`src/sv/hbar_pkg.sv`:
```
// hbar_pkg: shared constants, codes and control structs for the associative recall block
// used by hbar_ctrl, hbar_dp and hebbian_associative_recall; no dependencies
`default_nettype none

package hbar_pkg;

  localparam int NEURONS_DEF     = 16;
  localparam int WEIGHT_BITS_DEF = 8;

  localparam int PAT_BITS    = 16;
  localparam int CNT_BITS    = 7;
  localparam int SWEEP_BITS  = 8;
  localparam int STATUS_BITS = 2;
  localparam int IN_TDATA_BITS  = 16;
  localparam int OUT_TDATA_BITS = 32;
  localparam int CFG_ADDR_BITS  = 4;
  localparam int CFG_DATA_BITS  = 32;

  localparam logic [CNT_BITS-1:0] COUNT_MAX = 7'd127;

  localparam logic CMD_TRAIN  = 1'b0;
  localparam logic CMD_RECALL = 1'b1;

  localparam logic [STATUS_BITS-1:0] STAT_DONE        = 2'd0;
  localparam logic [STATUS_BITS-1:0] STAT_REJECTED    = 2'd1;
  localparam logic [STATUS_BITS-1:0] STAT_NO_CONVERGE = 2'd2;

  localparam logic [1:0] REG_LIMIT_ENABLE = 2'd0;
  localparam logic [1:0] REG_MAX_SAMPLES  = 2'd1;
  localparam logic [1:0] REG_MAX_SWEEPS   = 2'd2;

  localparam logic                  LIMIT_ENABLE_RST = 1'b0;
  localparam logic [CNT_BITS-1:0]   MAX_SAMPLES_RST  = 7'd2;
  localparam logic [SWEEP_BITS-1:0] MAX_SWEEPS_RST   = 8'd16;

  typedef struct packed {
    logic capture;
    logic train;
    logic rd_en;
    logic upd_en;
    logic count_inc;
    logic sweep_start;
  } dp_cmd_t;

  typedef struct packed {
    logic reject;
    logic changed;
  } dp_stat_t;

  typedef struct packed {
    logic                   load;
    logic                   recall;
    logic [STATUS_BITS-1:0] status;
    logic [SWEEP_BITS-1:0]  sweeps;
  } res_t;

endpackage

`default_nettype wire

```
`src/sv/hebbian_associative_recall.sv`:
```
// hebbian_associative_recall: binary associative memory with hebbian training and recall
// top level; holds config registers and the result register
// depends on hbar_pkg, hbar_ctrl and hbar_dp
//
// usage
//   in channel: in_tuser selects train (0) or recall (1), in_tdata carries the pattern.
//   out channel: one result per input transfer: recalled pattern, status, sweep count.
//   cfg port: apb-style writes of limit_enable (0x0), max_samples (0x4), max_sweeps (0x8),
//   to be written only while the block is idle, a rule on the user that the block does not enforce.
// sequencing
//   one item at a time. training reads and rewrites each weight row once through a
//   registered read; a rejected item skips this pass.
//   recall runs sweeps over all neurons, one neuron a cycle through the sum tree, until
//   a sweep changes no neuron or the sweep limit is reached.
// reset
//   synchronous; clears weights (per-row valid bits), sample count, neuron states and
//   config to defaults; no clearing pass, the block is ready as soon as reset ends.
// stalls
//   a finished result waits in the output register; the next item is taken meanwhile and
//   its result waits for the register to be free.
`default_nettype none

module hebbian_associative_recall import hbar_pkg::*; #(
  parameter int NEURONS     = NEURONS_DEF,
  parameter int WEIGHT_BITS = WEIGHT_BITS_DEF
) (
  input  wire logic                      clk,
  input  wire logic                      rst_n,
  input  wire logic                      in_tvalid,
  output logic                           in_tready,
  input  wire logic [IN_TDATA_BITS-1:0]  in_tdata,    // pattern[15:0]
  input  wire logic                      in_tuser,    // command[0]
  output logic                           out_tvalid,
  input  wire logic                      out_tready,
  output logic [OUT_TDATA_BITS-1:0]      out_tdata,   // result_pattern[15:0], status[17:16],
                                                      // sweeps_used[25:18], zero[31:26]
  input  wire logic                      cfg_psel,
  input  wire logic                      cfg_penable,
  input  wire logic                      cfg_pwrite,
  input  wire logic [CFG_ADDR_BITS-1:0]  cfg_paddr,
  input  wire logic [CFG_DATA_BITS-1:0]  cfg_pwdata,
  output logic [CFG_DATA_BITS-1:0]       cfg_prdata,
  output logic                           cfg_pready
);

  localparam int PAD_BITS = OUT_TDATA_BITS - PAT_BITS - STATUS_BITS - SWEEP_BITS;

  logic                      limit_enable_r;
  logic [CNT_BITS-1:0]       max_samples_r;
  logic [SWEEP_BITS-1:0]     max_sweeps_r;
  logic                      cfg_wr;
  logic [1:0]                cfg_idx;

  logic                      out_tvalid_r, out_tvalid_nxt;
  logic [OUT_TDATA_BITS-1:0] out_tdata_r;
  logic                      out_free;

  dp_cmd_t                   cmd;
  dp_stat_t                  stat;
  res_t                      res;
  logic [$clog2(NEURONS)-1:0] rd_addr;
  logic [PAT_BITS-1:0]       result_pattern;

  assign cfg_pready = 1'b1;
  assign cfg_wr     = cfg_psel & cfg_penable & cfg_pwrite & cfg_pready;
  assign cfg_idx    = cfg_paddr[3:2];

  always_comb begin
    case (cfg_idx)
      REG_LIMIT_ENABLE: cfg_prdata = CFG_DATA_BITS'(limit_enable_r);
      REG_MAX_SAMPLES:  cfg_prdata = CFG_DATA_BITS'(max_samples_r);
      REG_MAX_SWEEPS:   cfg_prdata = CFG_DATA_BITS'(max_sweeps_r);
      default:          cfg_prdata = '0;
    endcase
  end

  always_ff @(posedge clk) begin
    if (!rst_n) begin
      limit_enable_r <= LIMIT_ENABLE_RST;
      max_samples_r  <= MAX_SAMPLES_RST;
      max_sweeps_r   <= MAX_SWEEPS_RST;
    end else if (cfg_wr) begin
      case (cfg_idx)
        REG_LIMIT_ENABLE: limit_enable_r <= cfg_pwdata[0];
        REG_MAX_SAMPLES:  max_samples_r  <= cfg_pwdata[CNT_BITS-1:0];
        REG_MAX_SWEEPS:   max_sweeps_r   <= cfg_pwdata[SWEEP_BITS-1:0];
        default: begin
        end
      endcase
    end
  end

  hbar_ctrl #(
    .NEURONS (NEURONS)
  ) u_ctrl (
    .clk        (clk),
    .rst_n      (rst_n),
    .in_valid   (in_tvalid),
    .in_command (in_tuser),
    .in_ready   (in_tready),
    .stat       (stat),
    .max_sweeps (max_sweeps_r),
    .out_free   (out_free),
    .cmd        (cmd),
    .rd_addr    (rd_addr),
    .res        (res)
  );

  hbar_dp #(
    .NEURONS     (NEURONS),
    .WEIGHT_BITS (WEIGHT_BITS)
  ) u_dp (
    .clk            (clk),
    .rst_n          (rst_n),
    .cmd            (cmd),
    .rd_addr        (rd_addr),
    .pattern        (in_tdata[PAT_BITS-1:0]),
    .limit_enable   (limit_enable_r),
    .max_samples    (max_samples_r),
    .stat           (stat),
    .result_pattern (result_pattern)
  );

  // result register
  assign out_free = ~out_tvalid_r | out_tready;

  always_comb begin
    out_tvalid_nxt = out_tvalid_r;
    if (res.load) begin
      out_tvalid_nxt = 1'b1;
    end else if (out_tready) begin
      out_tvalid_nxt = 1'b0;
    end
  end

  always_ff @(posedge clk) begin
    if (res.load) begin
      out_tdata_r <= {{PAD_BITS{1'b0}}, res.sweeps, res.status,
                      res.recall ? result_pattern : {PAT_BITS{1'b0}}};
    end
  end

  always_ff @(posedge clk) begin
    if (!rst_n) begin
      out_tvalid_r <= 1'b0;
    end else begin
      out_tvalid_r <= out_tvalid_nxt;
    end
  end

  assign out_tvalid = out_tvalid_r;
  assign out_tdata  = out_tdata_r;

  a_reject_empty: assert property (@(posedge clk) disable iff (!rst_n)
    (out_tvalid && out_tdata[17:16] == STAT_REJECTED)
      |-> (out_tdata[25:18] == '0 && out_tdata[15:0] == '0))
    else $error("rejected training result carries data");

  a_noconv_swept: assert property (@(posedge clk) disable iff (!rst_n)
    (out_tvalid && out_tdata[17:16] == STAT_NO_CONVERGE) |-> out_tdata[25:18] != '0)
    else $error("sweep limit status without any sweep");

  a_busy_after_take: assert property (@(posedge clk) disable iff (!rst_n)
    (in_tvalid && in_tready) |=> !in_tready)
    else $error("input taken while previous item still in work");

  a_load_when_free: assert property (@(posedge clk) disable iff (!rst_n)
    res.load |-> (!out_tvalid || out_tready))
    else $error("result register overwritten before transfer");

endmodule

`default_nettype wire

```
`src/sv/hbar_dp.sv`:
```
// hbar_dp: weight row memory, hebbian row update, weighted sum tree and neuron states
// depends on hbar_pkg; driven by hbar_ctrl
`default_nettype none

module hbar_dp import hbar_pkg::*; #(
  parameter int NEURONS     = NEURONS_DEF,
  parameter int WEIGHT_BITS = WEIGHT_BITS_DEF
) (
  input  wire logic                         clk,
  input  wire logic                         rst_n,
  input  wire dp_cmd_t                      cmd,
  input  wire logic [$clog2(NEURONS)-1:0]   rd_addr,
  input  wire logic [PAT_BITS-1:0]          pattern,
  input  wire logic                         limit_enable,
  input  wire logic [CNT_BITS-1:0]          max_samples,
  output dp_stat_t                          stat,
  output logic [PAT_BITS-1:0]               result_pattern
);

  localparam int IDX_BITS = $clog2(NEURONS);
  localparam int ROW_BITS = NEURONS * WEIGHT_BITS;
  localparam int LVL      = $clog2(NEURONS);
  localparam int LEAVES   = 1 << LVL;
  localparam int SUM_BITS = WEIGHT_BITS + LVL + 1;
  localparam logic signed [WEIGHT_BITS:0] WMAX = (WEIGHT_BITS+1)'((1 << (WEIGHT_BITS-1)) - 1);

  logic [ROW_BITS-1:0] weight_mem [0:NEURONS-1];
  logic [NEURONS-1:0]  row_valid_r;
  logic [ROW_BITS-1:0] rd_row_r;
  logic                rd_ok_r;
  logic [IDX_BITS-1:0] rd_addr_r;
  logic [NEURONS-1:0]  bits_r, bits_nxt;
  logic                changed_r, changed_nxt;
  logic [CNT_BITS-1:0] count_r, count_nxt;

  logic [ROW_BITS-1:0] row_eff;
  logic [ROW_BITS-1:0] row_new;
  logic [NEURONS-1:0]  pat_load;
  logic                wr_en;
  logic                eval;
  logic                new_bit;
  logic                diff;
  logic signed [SUM_BITS-1:0] node [0:2*LEAVES-2];

  assign row_eff = rd_ok_r ? rd_row_r : '0;
  assign wr_en   = cmd.upd_en & cmd.train;
  assign eval    = cmd.upd_en & ~cmd.train;

  // hebbian update of the row held in the read register
  for (genvar j = 0; j < NEURONS; j++) begin : g_lane
    logic signed [WEIGHT_BITS-1:0] w_old;
    logic signed [WEIGHT_BITS:0]   w_sum;
    logic [WEIGHT_BITS-1:0]        w_new;
    logic                          agree;
    assign w_old = row_eff[j*WEIGHT_BITS +: WEIGHT_BITS];
    assign agree = bits_r[rd_addr_r] == bits_r[j];
    assign w_sum = {w_old[WEIGHT_BITS-1], w_old}
                 + (agree ? (WEIGHT_BITS+1)'(1) : {(WEIGHT_BITS+1){1'b1}});
    always_comb begin
      if (rd_addr_r == IDX_BITS'(j)) begin
        w_new = '0;
      end else if (w_sum > WMAX) begin
        w_new = WMAX[WEIGHT_BITS-1:0];
      end else if (w_sum < -WMAX) begin
        w_new = WEIGHT_BITS'(-WMAX);
      end else begin
        w_new = w_sum[WEIGHT_BITS-1:0];
      end
    end
    assign row_new[j*WEIGHT_BITS +: WEIGHT_BITS] = w_new;
  end

  // signed weighted sum as a balanced adder tree
  for (genvar j = 0; j < LEAVES; j++) begin : g_leaf
    if (j < NEURONS) begin : g_used
      logic signed [SUM_BITS-1:0] w_ext;
      assign w_ext = SUM_BITS'($signed(row_eff[j*WEIGHT_BITS +: WEIGHT_BITS]));
      assign node[LEAVES-1+j] = bits_r[j] ? w_ext : -w_ext;
    end else begin : g_pad
      assign node[LEAVES-1+j] = '0;
    end
  end

  for (genvar k = 0; k < LEAVES-1; k++) begin : g_node
    assign node[k] = node[2*k+1] + node[2*k+2];
  end

  assign new_bit = ~node[0][SUM_BITS-1];
  assign diff    = new_bit != bits_r[rd_addr_r];

  always_comb begin
    for (int k = 0; k < NEURONS; k++) begin
      pat_load[k] = (k < PAT_BITS) ? pattern[k % PAT_BITS] : 1'b0;
    end
    for (int k = 0; k < PAT_BITS; k++) begin
      result_pattern[k] = (k < NEURONS) ? bits_r[k % NEURONS] : 1'b0;
    end
  end

  always_comb begin
    bits_nxt = bits_r;
    if (cmd.capture) begin
      bits_nxt = pat_load;
    end else if (eval) begin
      bits_nxt[rd_addr_r] = new_bit;
    end
  end

  always_comb begin
    changed_nxt = changed_r;
    if (cmd.sweep_start) begin
      changed_nxt = 1'b0;
    end else if (eval && diff) begin
      changed_nxt = 1'b1;
    end
  end

  always_comb begin
    count_nxt = count_r;
    if (cmd.count_inc && count_r != COUNT_MAX) begin
      count_nxt = count_r + CNT_BITS'(1);
    end
  end

  assign stat = '{reject:  limit_enable && (count_r >= max_samples),
                  changed: changed_r | (eval & diff)};

  // row memory, one write and one registered read a cycle
  always_ff @(posedge clk) begin
    if (wr_en) begin
      weight_mem[rd_addr_r] <= row_new;
    end
    if (cmd.rd_en) begin
      rd_row_r  <= weight_mem[rd_addr];
      rd_ok_r   <= row_valid_r[rd_addr];
      rd_addr_r <= rd_addr;
    end
  end

  always_ff @(posedge clk) begin
    if (!rst_n) begin
      row_valid_r <= '0;
      bits_r      <= '0;
      changed_r   <= 1'b0;
      count_r     <= '0;
    end else begin
      if (wr_en) begin
        row_valid_r[rd_addr_r] <= 1'b1;
      end
      bits_r    <= bits_nxt;
      changed_r <= changed_nxt;
      count_r   <= count_nxt;
    end
  end

endmodule

`default_nettype wire

```
`src/sv/hbar_ctrl.sv`:
```
// hbar_ctrl: sequencer for training passes and recall sweeps over the weight rows
// depends on hbar_pkg; commands hbar_dp
`default_nettype none

module hbar_ctrl import hbar_pkg::*; #(
  parameter int NEURONS = NEURONS_DEF
) (
  input  wire logic                        clk,
  input  wire logic                        rst_n,
  input  wire logic                        in_valid,
  input  wire logic                        in_command,
  output logic                             in_ready,
  input  wire dp_stat_t                    stat,
  input  wire logic [SWEEP_BITS-1:0]       max_sweeps,
  input  wire logic                        out_free,
  output dp_cmd_t                          cmd,
  output logic [$clog2(NEURONS)-1:0]       rd_addr,
  output res_t                             res
);

  localparam int IDX_BITS  = $clog2(NEURONS);
  localparam int IDXC_BITS = $clog2(NEURONS + 1);
  localparam logic [IDXC_BITS-1:0] IDX_LAST = IDXC_BITS'(NEURONS);

  localparam logic [1:0] S_IDLE   = 2'd0;
  localparam logic [1:0] S_TRAIN  = 2'd1;
  localparam logic [1:0] S_RECALL = 2'd2;
  localparam logic [1:0] S_FINISH = 2'd3;

  logic [1:0]             state_r, state_nxt;
  logic [IDXC_BITS-1:0]   idx_r, idx_nxt;
  logic [SWEEP_BITS-1:0]  sweeps_r, sweeps_nxt;
  logic [STATUS_BITS-1:0] status_r, status_nxt;
  logic                   recall_r, recall_nxt;
  logic [SWEEP_BITS-1:0]  limit;
  logic [SWEEP_BITS-1:0]  sweeps_inc;

  assign limit      = (max_sweeps == '0) ? SWEEP_BITS'(1) : max_sweeps;
  assign sweeps_inc = sweeps_r + SWEEP_BITS'(1);
  assign rd_addr    = idx_r[IDX_BITS-1:0];
  assign in_ready   = state_r == S_IDLE;

  always_comb begin
    state_nxt  = state_r;
    idx_nxt    = idx_r;
    sweeps_nxt = sweeps_r;
    status_nxt = status_r;
    recall_nxt = recall_r;
    cmd        = '0;
    res.load   = 1'b0;
    res.recall = recall_r;
    res.status = status_r;
    res.sweeps = sweeps_r;
    case (state_r)
      S_IDLE: begin
        if (in_valid) begin
          cmd.capture = 1'b1;
          recall_nxt  = in_command;
          idx_nxt     = '0;
          sweeps_nxt  = '0;
          status_nxt  = STAT_DONE;
          if (in_command == CMD_RECALL) begin
            state_nxt = S_RECALL;
          end else if (stat.reject) begin
            status_nxt = STAT_REJECTED;
            state_nxt  = S_FINISH;
          end else begin
            cmd.count_inc = 1'b1;
            state_nxt     = S_TRAIN;
          end
        end
      end
      S_TRAIN: begin
        cmd.train  = 1'b1;
        cmd.rd_en  = idx_r != IDX_LAST;
        cmd.upd_en = idx_r != '0;
        if (idx_r == IDX_LAST) begin
          state_nxt = S_FINISH;
        end else begin
          idx_nxt = idx_r + IDXC_BITS'(1);
        end
      end
      S_RECALL: begin
        cmd.rd_en       = idx_r != IDX_LAST;
        cmd.upd_en      = idx_r != '0;
        cmd.sweep_start = idx_r == '0;
        if (idx_r == IDX_LAST) begin
          sweeps_nxt = sweeps_inc;
          idx_nxt    = '0;
          if (!stat.changed || sweeps_inc == limit) begin
            status_nxt = stat.changed ? STAT_NO_CONVERGE : STAT_DONE;
            state_nxt  = S_FINISH;
          end
        end else begin
          idx_nxt = idx_r + IDXC_BITS'(1);
        end
      end
      S_FINISH: begin
        if (out_free) begin
          res.load  = 1'b1;
          state_nxt = S_IDLE;
        end
      end
      default: begin
        state_nxt = S_IDLE;
      end
    endcase
  end

  always_ff @(posedge clk) begin
    if (!rst_n) begin
      state_r  <= S_IDLE;
      idx_r    <= '0;
      sweeps_r <= '0;
      status_r <= STAT_DONE;
      recall_r <= 1'b0;
    end else begin
      state_r  <= state_nxt;
      idx_r    <= idx_nxt;
      sweeps_r <= sweeps_nxt;
      status_r <= status_nxt;
      recall_r <= recall_nxt;
    end
  end

endmodule

`default_nettype wire

```
`config.mk`:
```
export PLATFORM = sky130hd
export DESIGN_NAME = hebbian_associative_recall
export DESIGN_NICKNAME = d
export VERILOG_FILES = /design/src/sv/hbar_pkg.sv /design/src/sv/hebbian_associative_recall.sv /design/src/sv/hbar_dp.sv /design/src/sv/hbar_ctrl.sv
export SDC_FILE = /design/constraint.sdc
export NUM_CORES = 2
export LEC_CHECK = 0
export ABC_AREA = 1
export ABC_CLOCK_PERIOD_IN_PS = 11600
export BUFFER_PORTS_ARGS = -buffer_cell sky130_fd_sc_hd__buf_2
export CAP_MARGIN = 15
export CORE_ASPECT_RATIO = 1.4
export CORE_UTILIZATION = 55
export DETAILED_ROUTE_END_ITERATION = 8
export PLACE_DENSITY = 0.71
export SLEW_MARGIN = 10
export SYNTH_ARGS = -nofsm -noshare
export SYNTH_HDL_FRONTEND = slang
export SYNTH_SLANG_ARGS = --single-unit
export TNS_END_PERCENT = 1
```
`constraint.sdc`:
```
create_clock -name clk -period 11.6 [get_ports clk]
set_input_delay 2.32 -clock clk [delete_from_list [all_inputs] [get_ports clk]]
set_output_delay 2.32 -clock clk [all_outputs]
set_load 0.005 [all_outputs]
```
-- Yosys cells after proc, flatten, opt, wreduce, memory -nomap -nowiden
Memories as Yosys holds them, arrays and structs flattened. A register that Yosys moved wholly into a read port is not among the register bits.
Cells that the tools add are included.
- output and inout port bits: 67
- bits in read-only memories: 0
- memories kept: 1
- bits in registers: 106
- latch bits: 0
- RAM bits: 2048
- memories (name ; depth ; width ; rd ports ; clocked after memory_dff ; wr ports ; RTL line ; source):
    u_dp.weight_mem ; 16 ; 128 ; 1 ; 1 ; 1 ; hbar_dp.sv:27 ; logic [ROW_BITS-1:0] weight_mem [0:NEURONS-1];
- mux-type cells: 129
- magnitude comparators: 36
- multipliers: 0
- divide/modulo/power cells: 0
- add/sub/neg operators: 50
- eq/ne operators: 47
- reductions and logical operators: 26
- shift operators: 0
- bitwise operators: 12
- operators with widths (cell ; number):
    two-way mux 8 bit ; 51
    two-way mux 13 bit ; 16
    negation 8 -> 13 bit ; 16
    adder 13 bit ; 15
    adder 9 bit ; 16
    > comparator 9 x 8 -> 1 bit, second input constant ; 16
    less-than comparator 9 x 8 -> 1 bit, second input constant ; 16
    two-way mux 9 bit ; 16
    two-way mux 128 bit ; 1
    == test 4 bit, second input constant ; 8
    two-way mux 16 bit ; 2
    two-way mux 2 bit ; 13
    case mux 8 bit (3 select lines) ; 1
    two-way mux 1 bit ; 18
    bitwise mux 16 bit ; 1
    == test 1 bit ; 16
    == test 4 x 3 -> 1 bit, second input constant ; 4
    bitwise OR 16 bit ; 1
    case mux 8 bit (2 select lines) ; 1
    two-way mux 5 bit ; 3
    case mux 5 bit (3 select lines) ; 1
    less-than comparator 4 x 5 -> 1 bit, second input constant ; 2
    adder 8 x 1 -> 8 bit, second input constant ; 1
    binary-select mux 1 bit (select 4 bit) ; 2
    36 further kinds ; 63

-- Logic depth before layout (Yosys ltp)
- depth after elaboration: 16
- gate-level depth with buffers: 46
- gate-level depth less buffers: 40

-- Cells and area by module
A second synthesis with hierarchy kept.
- cell total of the unflattened synthesis: 8680
- area total of the unflattened synthesis: 102987.5 µm²
- modules (own cells, without submodules) (module ; instances ; cells an instance ; sequential area each (µm²) ; area an instance (µm²)):
    hbar_dp ; 1 ; 8232 ; 66293.6 ; 99615.5
    hebbian_associative_recall ; 1 ; 226 ; 1121.1 ; 2014.4
    hbar_ctrl ; 1 ; 222 ; 360.3 ; 1357.6

-- Worst setup path after synthesis
No wires, ideal clock.
- path type: register to register
- from: reg u_ctrl.idx_r[0]
- to: mem u_dp.weight_mem[7][0] (netlist bit), enable pin
- buffers on the path: 5
- library setup time: 0.618 ns
- stages on the path, launching flop included: 11
- setup slack: 3.582 ns
- required time: 10.982 ns
- arrival: 7.399 ns
- cells stage by stage: dfxtp_1 > clkbuf_1 > clkbuf_1 > inv_2 > clkbuf_1 > clkbuf_1 > ha_1 > nand3_1 > nand2_1 > clkbuf_1 > nor2_1
- word-level cells in the longest chain between the ends: 5
- ends and longest elaborated chain (item ; RTL line ; source):
    start: declaration ; hbar_ctrl.sv:31 ; logic [IDXC_BITS-1:0] idx_r, idx_nxt;
    start signal: assignment ; hbar_ctrl.sv:119 ; idx_r <= idx_nxt;
    nonzero test 5 bit ; hbar_ctrl.sv:76, hbar_ctrl.sv:85 ;
    two-way mux 2 bit ; -- ;
    bitwise AND 1 bit ; hbar_dp.sv:46 ; assign wr_en = cmd.upd_en & cmd.train;
    two-way mux 1 bit ; hbar_dp.sv:130 ; if (wr_en) begin
    two-way mux 1 bit (implied by the code) ; hbar_dp.sv:131 ; weight_mem[rd_addr_r] <= row_new;
    end: declaration ; hbar_dp.sv:27 ;
No other way between the ends.

-- Worst setup path in the final report
- from: reg u_dp.rd_ok_r
- to: reg u_ctrl.status_r[0]
- word-level cells in the longest chain between the ends: 15
- elaborated cells on any way between the ends: 56
- ends and longest elaborated chain (item ; RTL line ; source):
    start: declaration ; hbar_dp.sv:30 ; logic rd_ok_r;
    start signal: assignment ; hbar_dp.sv:135 ; rd_ok_r <= row_valid_r[rd_addr];
    two-way mux 128 bit (*) ; hbar_dp.sv:45 ; assign row_eff = rd_ok_r ? rd_row_r : '0;
    negation 8 -> 13 bit ; hbar_dp.sv:78 ; assign node[LEAVES-1+j] = bits_r[j] ? w_ext : -w_ext;
    two-way mux 13 bit ; hbar_dp.sv:78 ;
    adder 13 bit (3 in series) ; hbar_dp.sv:85 ; assign node[k] = node[2*k+1] + node[2*k+2];
    adder 13 bit (*) ; hbar_dp.sv:85 ;
    NOT 1 bit (*) ; hbar_dp.sv:88 ; assign new_bit = ~node[0][SUM_BITS-1];
    != test 1 bit (*) ; hbar_dp.sv:89 ; assign diff = new_bit != bits_r[rd_addr_r];
    bitwise AND 1 bit (*) ; hbar_dp.sv:126 ; changed: changed_r | (eval & diff)};
    bitwise OR 1 bit (*) ; hbar_dp.sv:126 ;
    zero test 1 bit (*) ; hbar_ctrl.sv:90 ; if (!stat.changed || sweeps_inc == limit) begin
    logical OR 1 bit (*) ; hbar_ctrl.sv:90 ;
    != test 2 x 1 -> 1 bit (no source line) (*) ; -- ;
    AND reduction 4 bit (no source line) (*) ; -- ;
    end signal: assignment ; hbar_ctrl.sv:121 ; status_r <= status_nxt;
    end: declaration ; hbar_ctrl.sv:33 ; logic [STATUS_BITS-1:0] status_r, status_nxt;
Every way passes the cells marked *; elsewhere a longest branch is shown, timed or not.
A chain may end at the register's enable or synchronous reset.

==> qor.yml <==
status: "completed"
cts_buffers: 202
drc_errors: 0
grt_pass1_wl_mm: 409
ant_nets: 0
fin_crit_ns: 8.21
clkSlewWorstSetupHoldPaths_ns: 0.06
cp.arrival_ns: 8.99
cts_root_buf: "clkbuf_16"
end_kind: "flip-flop"
setup_violations: 0
routed_wl_mm: 276
drv_cap: 0
worst_skew_pair.late_latency_ns: 0.88
slew_violations: 0
initial_core_util_pct: 55.5
postCtsSetupRepairBufs: 0
syn_to_final_growth_pct: 9.18
synth_area_um2: 102000
die_x_um: 366
fin_nets: 8984
worstSetupPathType: "reg -> reg"
cp_top_family: "adder cells"
crit_fanout: 130
htree_levels: 4
max_freq_mhz: 122
num_io_pins: 127
cts_tree: "yes"
whs_ns: 0.444
cts_resized: 0
ys_seq_area_share_pct: 66.4
syn-mean-instance-area_um2: 11.8
via_per_inst: 6.21
crit_cells: 36
crit_path_start_kind: "flip-flop"
io_buffers: 69
cts.sinks: 2282
syn_inst: 8622
synthTopCellsByArea: "edfxtp_1, o21ai_0, nor2_1"
dieHeight_um: 512
place_hpwl_mm: 151
slowest_stage: "fa_1"
placed_area_um2: 105000
synthDistinctLibCells: 52
hold_class: "reg -> reg"
core-area_um2: 184000
cpMostUsedCell: "inv_1"
globalplace.congestion: 0.913
wire_per_inst_um: 24.7
drive_gt1_share_pct: 7.11
yosys.area.top_type: "edfxtp_1"
final-hold-violation-count: 0
die_area_um2: 187000
yosysTopAreaCellShare_pct: 64.9
first_iter_violations: 7892
worstMarginPinSlew_ns: 1.27
grt_pass1_vias: 67300
vias: 69600
antenna_found_initial: 4
rows: 186
finalSetupTns_ns: 0
synth-seq-cells: 2282
fin_area_um2: 111000
period_share_pct: 70.8
holdBufCountCts: 0
whs_path_depth: 0
yosys_warnings: 0
slew_headroom_pct: 15.3
rsz0062_at_grt: "false"
gr-usage-all-layers_pct: 29.0
drt-pass1-iter-count: 7
rr_worst_depth: 36
cp.required_ns: 12.37
worst-path-buf-inv: 9
slowest_delay_ns: 0.57
grt-ovfl-total: 0
clock_skew_ns: 0.0394
clock_path_buffers: 3
grt_max_degree: 241
-- worst paths after layout --
kind / start / to / slack (ns)
setup / recovery: u_dp.rd_ok_r$_DFFE_PP_ / u_ctrl.status_r[0]$_SDFFE_PN0P_ / 3.39
hold / removal: u_ctrl.status_r[0]$_SDFFE_PN0P_ / out_tdata[16]$_DFFE_PP_ / 0.44
setup reg to reg: u_dp.rd_ok_r$_DFFE_PP_ / u_ctrl.status_r[0]$_SDFFE_PN0P_ / 3.39
hold reg to reg: u_ctrl.status_r[0]$_SDFFE_PN0P_ / out_tdata[16]$_DFFE_PP_ / 0.44
-- cells in the final DEF (no fill, tap or decap), types with 14 or more instances in the layout --
cell type / synthesis / layout
a21oi_1: 198 / 195
a22oi_1: 22 / 22
buf_2: 7 / 69
buf_4: 33 / 138
clkbuf_1: 435 / 35
clkbuf_16: 0 / 205
clkinv_1: 4 / 48
clkinv_2: 0 / 43
conb_1: 2 / 31
dfxtp_1: 75 / 71
edfxtp_1: 2207 / 2207
fa_1: 170 / 170
ha_1: 173 / 173
inv_1: 579 / 576
inv_2: 31 / 30
nand2_1: 822 / 821
nand3_1: 334 / 334
nand4_1: 26 / 26
nor2_1: 1274 / 1256
nor2_4: 1 / 19
nor3_1: 47 / 47
o211ai_1: 72 / 72
o21a_1: 17 / 17
o21ai_0: 1180 / 1176
o21ai_1: 10 / 14
o21bai_1: 39 / 39
o221ai_1: 193 / 193
o22ai_1: 336 / 336
or2_2: 23 / 23
xnor2_1: 35 / 35
xor2_1: 165 / 165
-- cells in the mapped netlist (all sizes together) --
cell type and number:
or2 27, o21a 17, o22ai 336, o221ai 193, a21oi 199, o21ai 1190
nor3 49, fa 170, o31ai 6, ha 173, and3 3, nand3 338
nor3b 1, a221oi 2, inv 610, clkinv 4, a31o 1, o21bai 42
xnor2 35, a211oi 5, a21boi 2, nand4 26, buf 61, o211ai 72
a21o 2, a31oi 13, xor2 165, edfxtp 2207, nor2 1277, nor4 13
nand2 830, nand3b 11, conb 2, a22oi 24, clkbuf 435, dfxtp 75
o41ai 6
-- flip-flops by register name, summed over array words and instances (netlist names), 2 cells and up --
register             cells
u_dp.weight_mem       2048
u_dp.rd_row_r          128
out_tdata               26
u_dp.result_pattern     16
u_dp.row_valid_r        16
max_sweeps_r             8
u_ctrl.sweeps_r          8
max_samples_r            7
u_dp.count_r             7
u_ctrl.idx_r             5
u_dp.rd_addr_r           4
u_ctrl.state_r           2
u_ctrl.status_r          2
-- area by class of cell --
class / count / area (um^2)
clock inverter: 128 / 1100
inverter: 614 / 2330
antenna: 1 / 2.50
multi-input combinational: 5259 / 30200
sequential: 2282 / 67800
tap: 2444 / 3060
fill: 14000 / 72400
timing repair buffer: 222 / 1640
clock buffer: 244 / 5320
-- routing by layer --
metal | GRT usage [%] | routed length [um] | share of wire (%)
met3 | 4.12 | 24400 | 8.8
met2 | 49.5 | 137000 | 50
met1 | 36.9 | 103000 | 37
met5 | 0 | 0 | 0
met4 | 12.9 | 12300 | 4.4
-- cell families (layout without fill, tap and decap cells) --
family | count (synthesis) | in the layout | share of synthesized area, %
adder cells (fa/ha/maj) | 343 | 343 | 5.45
buffers and inverters | 1110 | 1208 | 4.27
AO/OA/AOI/OAI | 2110 | 2110 | 12.0
other | 2 | 32 | 0.00736
XOR/XNOR | 200 | 200 | 1.72
AND/OR/NAND/NOR | 2575 | 2575 | 10.2
flip-flops | 2282 | 2282 | 66.4
-- metrics by stage --
step / utilization (%) / worst slack (ns) / cells
after floorplan: - / 3.58 / 8651
after global placement: 57.1 / 3.54 / 10800
after detailed placement: 57.1 / 3.55 / 10800
after CTS: 60.6 / 3.51 / 11200
after global routing: 60.6 / 2.92 / 11200
final: 60.6 / 3.39 / 11200
Power is left out: the tool's default activity adds up to more than one toggle a clock period on the data nets, which glitch-free logic cannot reach.
